$ cat src/rtl/acs_pkg.sv
package acs_pkg;

	localparam int unsigned KindW   = 3;
	localparam int unsigned ModeW   = 3;
	localparam int unsigned HourW   = 5;
	localparam int unsigned MinuteW = 6;
	localparam int unsigned SecondW = 6;

	localparam logic [HourW-1:0]   HourMax          = 5'd23;
	localparam logic [MinuteW-1:0] MinuteMax        = 6'd59;
	localparam logic [HourW-1:0]   AlarmHourReset   = 5'd6;
	localparam logic [MinuteW-1:0] AlarmMinuteReset = 6'd30;
	localparam logic [SecondW-1:0] BuzzSecondLimit  = 6'd2;

	typedef enum logic [KindW-1:0] {
		KIND_TIME  = 3'd0,
		KIND_COMBO = 3'd1,
		KIND_SET   = 3'd2,
		KIND_UP    = 3'd3,
		KIND_DOWN  = 3'd4
	} kind_t;

	typedef enum logic [ModeW-1:0] {
		MODE_SHOW       = 3'd0,
		MODE_ALM_HOUR   = 3'd1,
		MODE_ALM_MINUTE = 3'd2,
		MODE_CLK_HOUR   = 3'd3,
		MODE_CLK_MINUTE = 3'd4
	} mode_t;

	typedef struct packed {
		mode_t               mode;
		logic [HourW-1:0]    wake_hour;
		logic [MinuteW-1:0]  wake_minute;
		logic [HourW-1:0]    held_hour;
		logic [MinuteW-1:0]  held_minute;
		logic [SecondW-1:0]  held_second;
	} acs_state_t;

	typedef struct packed {
		logic [KindW-1:0]    kind;
		logic [SecondW-1:0]  rtc_second;
		logic [MinuteW-1:0]  rtc_minute;
		logic [HourW-1:0]    rtc_hour;
	} acs_item_t;

	typedef struct packed {
		logic [ModeW-1:0]    current_mode;
		logic [HourW-1:0]    alarm_hour_out;
		logic [MinuteW-1:0]  alarm_minute_out;
		logic [HourW-1:0]    shown_hour;
		logic [MinuteW-1:0]  shown_minute;
		logic                buzzer_on;
		logic                clock_write;
		logic [SecondW-1:0]  write_second;
	} acs_result_t;

	function automatic logic [HourW-1:0] hour_up(input logic [HourW-1:0] v);
		logic [HourW:0] n;
		n = {1'b0, v} + {{HourW{1'b0}}, 1'b1};
		return (n > {1'b0, HourMax}) ? '0 : n[HourW-1:0];
	endfunction

	function automatic logic [HourW-1:0] hour_down(input logic [HourW-1:0] v);
		return (v == '0) ? HourMax : v - {{(HourW-1){1'b0}}, 1'b1};
	endfunction

	function automatic logic [MinuteW-1:0] minute_up(input logic [MinuteW-1:0] v);
		logic [MinuteW:0] n;
		n = {1'b0, v} + {{MinuteW{1'b0}}, 1'b1};
		return (n > {1'b0, MinuteMax}) ? '0 : n[MinuteW-1:0];
	endfunction

	function automatic logic [MinuteW-1:0] minute_down(input logic [MinuteW-1:0] v);
		return (v == '0) ? MinuteMax : v - {{(MinuteW-1){1'b0}}, 1'b1};
	endfunction

endpackage

$ cat src/rtl/acs_step.sv
module acs_step
	import acs_pkg::*;
(
	input  acs_state_t  cur,
	input  acs_item_t   item,
	input  logic        alarm_enable,
	output acs_state_t  nxt,
	output acs_result_t res
);

	logic               wr;
	logic [SecondW-1:0] wsec;
	logic               up;
	logic               buzz;

	assign up = (item.kind == KIND_UP);

	always_comb begin
		nxt  = cur;
		wr   = 1'b0;
		wsec = '0;
		case (item.kind)
			KIND_TIME: begin
				if (cur.mode == MODE_SHOW || cur.mode == MODE_CLK_HOUR ||
				    cur.mode == MODE_CLK_MINUTE) begin
					nxt.held_second = item.rtc_second;
					nxt.held_minute = item.rtc_minute;
					nxt.held_hour   = item.rtc_hour;
				end
			end
			KIND_COMBO: begin
				if (cur.mode == MODE_SHOW || cur.mode == MODE_ALM_HOUR ||
				    cur.mode == MODE_ALM_MINUTE) begin
					nxt.mode = MODE_CLK_HOUR;
				end
			end
			KIND_SET: begin
				unique case (cur.mode)
					MODE_SHOW:       nxt.mode = MODE_ALM_HOUR;
					MODE_ALM_HOUR:   nxt.mode = MODE_ALM_MINUTE;
					MODE_ALM_MINUTE: nxt.mode = MODE_SHOW;
					MODE_CLK_HOUR:   nxt.mode = MODE_CLK_MINUTE;
					MODE_CLK_MINUTE: nxt.mode = MODE_SHOW;
					default:         nxt.mode = cur.mode;
				endcase
			end
			KIND_UP, KIND_DOWN: begin
				unique case (cur.mode)
					MODE_ALM_HOUR:
						nxt.wake_hour = up ? hour_up(cur.wake_hour)
						                   : hour_down(cur.wake_hour);
					MODE_ALM_MINUTE:
						nxt.wake_minute = up ? minute_up(cur.wake_minute)
						                     : minute_down(cur.wake_minute);
					MODE_CLK_HOUR: begin
						nxt.held_hour = up ? hour_up(cur.held_hour)
						                   : hour_down(cur.held_hour);
						wr   = 1'b1;
						wsec = cur.held_second;
					end
					MODE_CLK_MINUTE: begin
						// minute edit restarts the chip at second zero
						nxt.held_minute = up ? minute_up(cur.held_minute)
						                     : minute_down(cur.held_minute);
						wr   = 1'b1;
						wsec = '0;
					end
					default: begin
					end
				endcase
			end
			default: begin
			end
		endcase
	end

	assign buzz = (nxt.mode == MODE_SHOW) && alarm_enable &&
	              (nxt.held_hour == nxt.wake_hour) &&
	              (nxt.held_minute == nxt.wake_minute) &&
	              (nxt.held_second < BuzzSecondLimit);

	always_comb begin
		res.current_mode     = nxt.mode;
		res.alarm_hour_out   = nxt.wake_hour;
		res.alarm_minute_out = nxt.wake_minute;
		res.shown_hour       = nxt.held_hour;
		res.shown_minute     = nxt.held_minute;
		res.buzzer_on        = buzz;
		res.clock_write      = wr;
		res.write_second     = wsec;
	end

endmodule

$ cat src/rtl/alarm_clock_set_controller_unit.sv
// Alarm clock set controller.
// Input channel (in_valid/in_ready) carries one event word: kind plus the
// time read from the clock chip. Output channel (out_valid/out_ready) returns
// one result word per event: mode, alarm time, held time, buzzer and a clock
// write request with the seconds to write.
// Configuration channel (cfg_valid/cfg_ready/cfg_data) writes alarm_enable;
// cfg_ready is always high. Write it only while the block is idle.
// An accepted event passes through the input register, then the result
// register, before it is presented on the output. One event per cycle
// while the receiver does not stall; the step logic is combinational.
// When the receiver stalls, the result register holds, the input register
// still takes one more word, and in_ready drops only when both are full.
// Reset (arst_n low): mode show, alarm 06:30, held time 00:00:00,
// alarm_enable set, both channels empty.
module alarm_clock_set_controller_unit
	import acs_pkg::*;
(
	input  logic               clk,
	input  logic               arst_n,
	input  logic               cfg_valid,
	output logic               cfg_ready,
	input  logic               cfg_data,
	input  logic               in_valid,
	output logic               in_ready,
	input  logic [KindW-1:0]   kind,
	input  logic [SecondW-1:0] rtc_second,
	input  logic [MinuteW-1:0] rtc_minute,
	input  logic [HourW-1:0]   rtc_hour,
	output logic               out_valid,
	input  logic               out_ready,
	output logic [ModeW-1:0]   current_mode,
	output logic [HourW-1:0]   alarm_hour_out,
	output logic [MinuteW-1:0] alarm_minute_out,
	output logic [HourW-1:0]   shown_hour,
	output logic [MinuteW-1:0] shown_minute,
	output logic               buzzer_on,
	output logic               clock_write,
	output logic [SecondW-1:0] write_second
);

	logic        alarm_enable_q;
	acs_state_t  state_q;
	acs_state_t  state_nxt;
	acs_item_t   item_s1;
	logic        valid_s1;
	acs_result_t res_nxt;
	acs_result_t res_s2;
	logic        valid_s2;
	logic        advance;

	assign cfg_ready = 1'b1;
	assign advance   = !valid_s2 || out_ready;
	assign in_ready  = !valid_s1 || advance;

	always_ff @(posedge clk or negedge arst_n) begin
		if (!arst_n) begin
			alarm_enable_q <= 1'b1;
		end else if (cfg_valid) begin
			alarm_enable_q <= cfg_data;
		end
	end

	always_ff @(posedge clk or negedge arst_n) begin
		if (!arst_n) begin
			valid_s1 <= 1'b0;
		end else if (in_ready) begin
			valid_s1 <= in_valid;
		end
	end

	always_ff @(posedge clk) begin
		if (in_ready && in_valid) begin
			item_s1 <= '{kind: kind, rtc_second: rtc_second,
			             rtc_minute: rtc_minute, rtc_hour: rtc_hour};
		end
	end

	acs_step u_step (
		.cur          (state_q),
		.item         (item_s1),
		.alarm_enable (alarm_enable_q),
		.nxt          (state_nxt),
		.res          (res_nxt)
	);

	// commit the state only when the word moves into the result register
	always_ff @(posedge clk or negedge arst_n) begin
		if (!arst_n) begin
			state_q <= '{mode: MODE_SHOW, wake_hour: AlarmHourReset,
			             wake_minute: AlarmMinuteReset, held_hour: '0,
			             held_minute: '0, held_second: '0};
			valid_s2 <= 1'b0;
		end else if (advance) begin
			valid_s2 <= valid_s1;
			if (valid_s1) begin
				state_q <= state_nxt;
			end
		end
	end

	always_ff @(posedge clk) begin
		if (advance && valid_s1) begin
			res_s2 <= res_nxt;
		end
	end

	assign out_valid        = valid_s2;
	assign current_mode     = res_s2.current_mode;
	assign alarm_hour_out   = res_s2.alarm_hour_out;
	assign alarm_minute_out = res_s2.alarm_minute_out;
	assign shown_hour       = res_s2.shown_hour;
	assign shown_minute     = res_s2.shown_minute;
	assign buzzer_on        = res_s2.buzzer_on;
	assign clock_write      = res_s2.clock_write;
	assign write_second     = res_s2.write_second;

	a_write_mode: assert property (@(posedge clk) disable iff (!arst_n)
		out_valid && clock_write |->
			(current_mode == MODE_CLK_HOUR || current_mode == MODE_CLK_MINUTE))
		else $error("clock write outside clock set modes");

	a_no_write_sec: assert property (@(posedge clk) disable iff (!arst_n)
		out_valid && !clock_write |-> write_second == '0)
		else $error("write_second nonzero without clock write");

	a_buzz_match: assert property (@(posedge clk) disable iff (!arst_n)
		out_valid && buzzer_on |->
			(current_mode == MODE_SHOW && shown_hour == alarm_hour_out &&
			 shown_minute == alarm_minute_out))
		else $error("buzzer on without alarm match in show mode");

	a_flow: assert property (@(posedge clk) disable iff (!arst_n)
		valid_s1 && !valid_s2 |=> out_valid)
		else $error("pending word not moved to output");

endmodule

$ cat config.mk
export PLATFORM = sky130hd
export DESIGN_NAME = alarm_clock_set_controller_unit
export DESIGN_NICKNAME = d
export VERILOG_FILES = /design/src/rtl/acs_pkg.sv /design/src/rtl/acs_step.sv /design/src/rtl/alarm_clock_set_controller_unit.sv
export SDC_FILE = /design/constraint.sdc
export NUM_CORES = 1
export LEC_CHECK = 0
export ABC_AREA = 1
export BUFFER_PORTS_ARGS = -buffer_cell sky130_fd_sc_hd__buf_2
export CORE_UTILIZATION = 46
export CTS_CLUSTER_SIZE = 40
export DETAILED_ROUTE_END_ITERATION = 6
export PLACE_DENSITY = 0.64
export SYNTH_ARGS = -nofsm -noshare
export SYNTH_HDL_FRONTEND = slang
export SYNTH_SLANG_ARGS = --single-unit
$ cat constraint.sdc
create_clock -name clk -period 6.9 [get_ports clk]
set_clock_uncertainty 0.1 [all_clocks]
set_input_delay 0.345 -clock clk [delete_from_list [all_inputs] [get_ports clk]]
set_output_delay 0.345 -clock clk [all_outputs]
set_load 0.005 [all_outputs]
Word level (Yosys, flattened, before mapping) --
Index checks and enable logic that the tools add are counted.
Cells by class: add/subtract/negate cells 8, order comparisons 5, equality and inequality tests 10, mux-type cells 24, reductions and logical operators 26
Operators with widths (count):
- $mux W6 | 9
- $mux W5 | 8
- $pmux W11 S2 | 1
- $mux W17 | 1
- $add A6 B1 Y7 const B | 2
- $gt A7 B6 Y1 const B | 2
- $add A5 B1 Y6 const B | 2
- $eq A3 B2 Y1 const B | 4
- $gt A6 B5 Y1 const B | 2
- $logic_not A6 Y1 | 2
- $pmux W3 S4 | 1
- $sub A6 B1 Y6 const B | 2
- $mux W11 | 1
- $logic_not A5 Y1 | 2
- $sub A5 B1 Y5 const B | 2
- $logic_not A3 Y1 | 3
- $eq A3 B1 Y1 const B | 2
- $eq A3 B3 Y1 const B | 2
- $eq A6 B6 Y1 | 1
- $logic_and A1 B1 Y1 | 6
- $logic_or A1 B1 Y1 | 6
- $lt A6 B2 Y1 const B | 1
- $pmux W3 S2 | 1
- $reduce_or A2 Y1 | 3
- 5 further kinds | 7
Storage, ports and cells: bits in registers 87, output and inout port bits 36, logic and storage cells 94

Logic depth before layout (Yosys ltp) --
Gate-level depths: netlist (run 1).
word-level depth 10, gate-level depth with buffers 21

By module --
Synthesis (run 1) repeated with hierarchy kept, for this count alone.
Second synthesis, totals: cell total of the unflattened synthesis 746, area, all modules 5604.1 µm²
Modules (own cells, without submodules):
- alarm_clock_set_controller_unit | instances 1, cells each 204, area an instance 2989.1 µm², sequential area each 2451.1 µm²
- acs_step | instances 1, cells each 542, area an instance 2615.0 µm², sequential area each 0.0 µm²

Least setup slack after synthesis (run 1) --
No wires, ideal clock.
path type flip-flop to flip-flop, start point register valid_s2 (netlist: out_valid), end point register res_s2, in the netlist alarm_hour_out[0], enable pin, setup time 408 ps, data arrival time 1933 ps, data required time 6392 ps, setup slack 4459 ps, stages on the path, launching flop included 6, clock period less this slack 2441 ps, path through dfrtp_1 > nand2_1 > nand2_1 > clkbuf_1 > inv_1 > clkbuf_1
Between the ends: word-level cells in the longest chain between the ends 3
Ends and longest elaborated chain:
- start: declaration | line alarm_clock_set_controller_unit.sv:48 | logic valid_s2;
- start signal: assignment | line alarm_clock_set_controller_unit.sv:94 | valid_s2 <= valid_s1;
- $logic_not A1 Y1 | line alarm_clock_set_controller_unit.sv:52 | assign advance = !valid_s2 || out_ready;
- $logic_or A1 B1 Y1 | line alarm_clock_set_controller_unit.sv:52
- $logic_and A1 B1 Y1 | line alarm_clock_set_controller_unit.sv:102 | if (advance && valid_s1) begin
- end signal: assignment | line alarm_clock_set_controller_unit.sv:103 | res_s2 <= res_nxt;
- end: declaration | line alarm_clock_set_controller_unit.sv:47 | acs_result_t res_s2;
No other way between the ends. A chain may end at the register's enable or synchronous reset.

==> results of run 1 <==
-- stage by stage --
stage               cell area [sq um]  worst slack (ns)  power, mW  cells
finish                           5754             3.754      2.185    874
detailed placement               5548             3.768      1.829    857
global route                     5754             3.350      2.381    874
floorplan                        5176             4.459      1.568    679
global placement                 5548             3.949      1.825    857
CTS                              5754             3.734      2.193    874
-- routing by layer --
| layer | track usage [%] | vias to the layer above | routed length (um) |
|---|---|---|---|
| met4 | 8.611 | 0 | 286 |
| met2 | 37.12 | 106 | 5908 |
| met5 | 0 | - | 0 |
| met1 | 29.63 | 2090 | 5698 |
| li1 | - | 2297 | - |
| met3 | 3.496 | 21 | 426 |
-- state kept, by name, indices dropped and copies added, names as in the netlist --
name and cells:
clock_write 1, shown_minute 6, current_mode 3, valid_s1 1, out_valid 1, alarm_hour_out 5, item_s1 20, buzzer_on 1
alarm_minute_out 6, shown_hour 5, write_second 6, alarm_enable_q 1, state_q 31
-- final cells by class --
cell class | instances | area share (%)
flip-flops and latches | 87 | 42.60
multi-input cells | 471 | 38.83
inverters | 95 | 6.197
repair buffers | 65 | 5.914
well taps | 140 | 3.044
clock buffers | 10 | 2.218
clock inverters | 6 | 1.196
-- cells in the mapped netlist --
cell	count
nand4_1	14
ha_1	12
o2111ai_1	1
inv_2	6
buf_2	13
o21ai_2	1
nand2_2	2
xnor2_1	3
xor2_1	8
nand3_1	55
a31oi_1	1
clkbuf_2	1
nor2_2	1
a21oi_1	30
clkbuf_1	8
nand3b_1	2
a22oi_1	3
o21bai_1	2
nor2_1	64
o21ai_0	58
o31ai_1	2
nand2_1	197
buf_6	1
buf_4	3
nor3_1	2
inv_1	89
nand3_2	2
or2_2	2
dfrtp_1	27
mux2_2	1
o21ai_1	6
dfstp_2	7
edfxtp_1	53
conb_1	1
o211ai_1	1
-- critical path: stages, from the launching register on --
cell	delay, ns
edfxtp_1	0.47
inv_1	0.09
nand2_1	0.07
nor2_1	0.72
nor2_1	0.40
buf_4	0.28
nor2_1	0.11
nand2_1	0.07
nand2_1	0.10
nand2_1	0.07
nand2_1	0.05
nand2_1	0.05
nor2_1	0.08
nand3_1	0.09
nor2_1	0.09
nand2_1	0.05
nor2_1	0.10
-- cell usage in the layout (no fill, tap or decap), types with 3 or more instances in the layout --
cell type,count
nand4_1,14
inv_2,6
nor2_1,64
a22oi_1,3
inv_1,88
clkbuf_8,9
ha_1,12
buf_2,60
edfxtp_1,53
xor2_1,8
dfrtp_1,27
nand3_1,55
nand2_1,197
xnor2_1,3
buf_4,4
o21ai_1,6
a21oi_1,30
dfstp_2,7
o21ai_0,58
-- final timing paths --
kind                                   from          end  depth (start not counted)
max in group asynchronous            arst_n    out_valid                          2
worst max-delay path            item_s1[17]    buzzer_on                         16
worst min-delay path            rtc_hour[3]   item_s1[3]                          1
min in group asynchronous            arst_n  state_q[11]                          2
worst min register to register   state_q[2]   state_q[2]                          2
worst max register to register  item_s1[17]    buzzer_on                         16
-- power breakdown --
group | switching [mW] | leakage, nW | internal (mW) | total (mW)
clock network | 0.190 | 0.0973 | 0.170 | 0.360
logic | 0.628 | 1.77 | 0.318 | 0.946
registers | 0.155 | 0.931 | 0.724 | 0.879
-- cell families after synthesis --
group                    share of synthesized area (%)
AO/OA/AOI/OAI                                    10.71
XOR/XNOR                                         1.861
adder cells (fa/ha/maj)                          2.901
buffers and inverters                            9.475
flip-flops                                       47.35
multiplexers                                    0.2175
other                                          0.07245
AND/OR/NAND/NOR                                  27.41
==> impl_metrics.csv, run 1 <==
group,metric,value,unit
global_routing,grt_max_degree,38,
timing,hold_viol_final,0,
timing,relSlewSlack,30.92,%
final_layout,antenna_cells,0,
flow_run,cap_violations,0,
worst_setup_path,worst-setup-path-type,"register to register",
worst_setup_path,path_max_fanout,13,
floorplanning,ios,62,
placed_design,dp.final_hpwl,9.019,mm
global_routing,grt_pass1_vias,4103,
timing,tightest_slew,1.032,ns
worst_setup_path,r2r_setup_slack,3.75,ns
cts,cts_root_buf,"clkbuf_8",
worst_setup_path,cp_data_arrival_time,3.27,ns
yosys,yosys.cell_types.count,35,
final_layout,syn_to_final_growth,11.17,%
timing,setup_viol,0,
global_routing,grt-ovfl-total,0,
global_routing,antenna_found_initial,0,
cts,cts_sinks,87,
floorplanning,start_util,47.54,%
timing,drv_slew,0,
timing,fin_crit_sh,45.59,%
power_and_ir_drop,leakagePower,2.797,nW
final_layout,drive_above_1_share,13.76,%
route,drt-wirelength-per-cell,14.09,um
floorplanning,die_area,11680,sq um
cts,cts_tree,"yes",
timing,rsz0062_at_grt,"false",
cts,cts_buffers,9,
floorplanning,core-area,10890,sq um
cts,clk_pin_slew_worst_paths,0.09,ns
placed_design,io_buffers,60,
worst_setup_path,cp.required,7.02,ns
placed_design,gp_congestion,0.8805,
status,status,"finished, final reports clean",
worst_setup_path,start_kind,"register",
worst_setup_path,end_kind,"register",
timing,max_freq,317.9,MHz
cts,cts_max_level,3,
timing,whs,0.05037,ns
global_routing,grt_pass1_wl,20.02,mm
yosys,synth_nets,717,
final_layout,fill_cells,1091,
power_and_ir_drop,vdd_ir_drop_max,173.5,uV
final_layout,fin_util,52.85,%
route,vias_per_cell,5.165,
floorplanning,die_y,108.1,um
yosys,synth_area_leaders,"edfxtp_1, nand2_1, dfrtp_1, inv_1, o21ai_0",
yosys,ys_warn_count,0,
route,drc_errors,0,
floorplanning,rows,38,
route,wl,12.32,mm
route,firstDrtPassIters,5,
timing,fin_crit,3.146,ns
cts,clockBufferDepth,2,
yosys,netlist.area_leader.share,30.75,%
global_routing,track_usage,22.48,%
cts,worstSkewPairLatency,0.37,ns
final_layout,multiInputGateArea,2235,sq um
route,final_antenna_net_count,0,
yosys,syn_area,5176,sq um
power_and_ir_drop,p_per_area,379.7,nW/um^2
timing,tns,0,ns
floorplanning,die_x,108.1,um
cts,cts-resized-gates,0,
yosys,syn_area_per_cell,7.623,sq um
yosys,synth_area_leader_cell,"edfxtp_1",
worst_hold_path,hp-class,"input pin to register",
yosys,ys_ff_latch,87,
final_layout,regArea,2451,sq um
final_layout,nets,767,
route,num_vias,4514,
cts,hold_buffers,1,
yosys,synthCells,679,
cts,post_cts_buffers,0,
route,drt-initial-drc-count,310,
yosys,synth-seq-area-share,47.35,%
Power figures use the tool's default switching activity.
==> run 2, diff against run 1 <==
- clock period: 6.9 -> 3.05 ns (I/O delays scaled with it)
==> impl_metrics.csv, run 2 (synthesis gave the netlist of run 1 again) <==
group,metric,value,unit
worst_setup_path,cp.required,3.09,ns
final_layout,largest_reg_flops,31,
final_layout,antenna_cells,0,
flow_run,cap_violations,0,
status,status,"finished, final reports clean",
floorplanning,die_area,11680,sq um
floorplanning,ios,62,
route,firstDrtPassIters,4,
floorplanning,die_y,108.1,um
final_layout,reg_top3,"state_q x31, item_s1 x20",
route,final_antenna_net_count,0,
route,vias_per_cell,5.165,
worst_setup_path,worst-setup-path-type,"register to register",
timing,fin_crit_sh,87.49,%
route,num_vias,4664,
final_layout,final_common_cell,"nand2_1",
timing,setup_viol,0,
worst_setup_path,path_max_fanout,9,
cts,clk_pin_slew_worst_paths,0.10,ns
cts,cts_tree,"yes",
route,wl,12.84,mm
cts,cts_root_buf,"clkbuf_8",
cts,cts_buffers,9,
timing,rsz0062_at_grt,"false",
worst_setup_path,crit_slowest_cell,"dfrtp_1",
timing,tightest_slew,0.8598,ns
worst_setup_path,cpMostUsedCell,"nand2_1",
global_routing,track_usage,23.25,%
worst_setup_path,critical_path.top_delay_family,"simple AND/OR/NAND/NOR gates",
cts,clockBufferDepth,2,
final_layout,syn_to_final_growth,16.70,%
cts,worstSkewPairLatency,0.37,ns
floorplanning,die_x,108.1,um
timing,hold_viol_final,0,
power_and_ir_drop,p_per_area,827.5,nW/um^2
placed_design,gp_congestion,0.9496,
final_layout,largest_register,"state_q",
final_layout,nets,796,
timing,fin_crit,2.668,ns
global_routing,grt_pass1_vias,4268,
floorplanning,rows,38,
cts,cts_sinks,87,
worst_setup_path,regToRegEndpoint,"buzzer_on",
power_and_ir_drop,leakagePower,2.930,nW
timing,max_freq,374.7,MHz
worst_setup_path,timing.rr.start,"state_q[17]",
route,drt-initial-drc-count,267,
global_routing,antenna_found_initial,0,
timing,drv_slew,0,
worst_hold_path,hp-class,"input pin to asynchronous set/reset pin",
worst_setup_path,crit_chain,"inv_1 -> ha_1 -> inv_1 -> o21ai_0 -> nand4_1 -> nand2_1 -> nand2_1 -> a21oi_1 -> inv_1 -> nand2_1 -> nand2_1 -> nand2_1 -> nor2_1 -> nand2_1 -> nor2_1",
placed_design,place_inst,861,
worst_setup_path,cp_data_arrival_time,2.71,ns
final_layout,stdcell_count,903,
placed_design,io_buffers,60,
worst_setup_path,end_kind,"register",
global_routing,grt_pass1_wl,20.70,mm
global_routing,grt-ovfl-total,0,
timing,tns,0,ns
placed_design,dp.final_hpwl,8.981,mm
global_routing,grt_max_degree,38,
worst_setup_path,reg2reg_depth,15,
final_layout,final_cell_mix,"nand2_1, inv_1, nor2_1, buf_2, o21ai_0",
timing,relSlewSlack,42.68,%
floorplanning,core-area,10890,sq um
power_and_ir_drop,vdd_ir_drop_max,341.5,uV
worst_setup_path,start_kind,"register",
route,drc_errors,0,
cts,cts_max_level,3,
worst_setup_path,cp_slowest_stage_delay,0.53,ns
worst_setup_path,critPathBufInv,3,
worst_setup_path,r2r_setup_slack,0.38,ns
floorplanning,start_util,47.54,%
route,drt-wirelength-per-cell,14.22,um
final_layout,drive_above_1_share,14.02,%
==> run 2: timing repair <==
| action | CTS | global route |
|---|---|---|
| endpoints found under the setup margin | 0 | 1 |
| hold buffers | 26 | 0 |
| setup buffers | 0 | 0 |
| endpoints found under the hold margin | 50 | 0 |
| gates resized for setup | 0 | 1 |
==> run 2: worst max-delay path by stage <==
stage	to	slack, ns	startpoint	depth (start not counted)
after floorplan	alarm_hour_out[0]	0.61	out_valid	5
after global placement	buzzer_on	0.35	state_q[17]	15
after detailed placement	buzzer_on	0.38	state_q[6]	19
after CTS	buzzer_on	0.34	state_q[6]	19
after global routing	buzzer_on	0.02	state_q[7]	19
final	buzzer_on	0.38	state_q[17]	15
==> run 2: cell type report <==
class,count,area (sq um)
flip-flops and latches,87,2452
repair buffers,94,620.6
clock inverters,7,77.57
fillers,1023,4847
well taps,140,175.2
inverters,95,356.6
clock buffers,9,123.9
multi-input cells,471,2235
==> run 2: through the flow <==
stage	instance area (sq um)	setup slack, ns	total power, mW	util (%)	hold WS (ns)
5_1_grt	6041	0.01689	5.429	55.48	0.3732
3_5_place_dp	5578	0.3792	4.119	51.23	0.2144
3_3_place_gp	5578	0.3530	4.084	51.23	0.2210
6_report	6041	0.3815	4.999	55.48	0.3135
2_1_floorplan	5176	0.6086	3.548	-	-0.2431
4_1_cts	6040	0.3356	5.004	55.47	0.3467
==> run 2: routing by layer <==
metal / vias up / track usage (%) / share of wire (%)
li1: 2354 / - / -
met1: 2136 / 30.44 / 44
met2: 137 / 37.12 / 48
met3: 37 / 3.918 / 4.5
met4: 0 / 11.74 / 3.1
met5: - / 0 / 0
==> run 2: where the power goes <==
group	switching (mW)	leakage, nW	internal (mW)
Combinational	1.41	1.89	0.751
Clock	0.454	0.106	0.390
Sequential	0.359	0.929	1.64
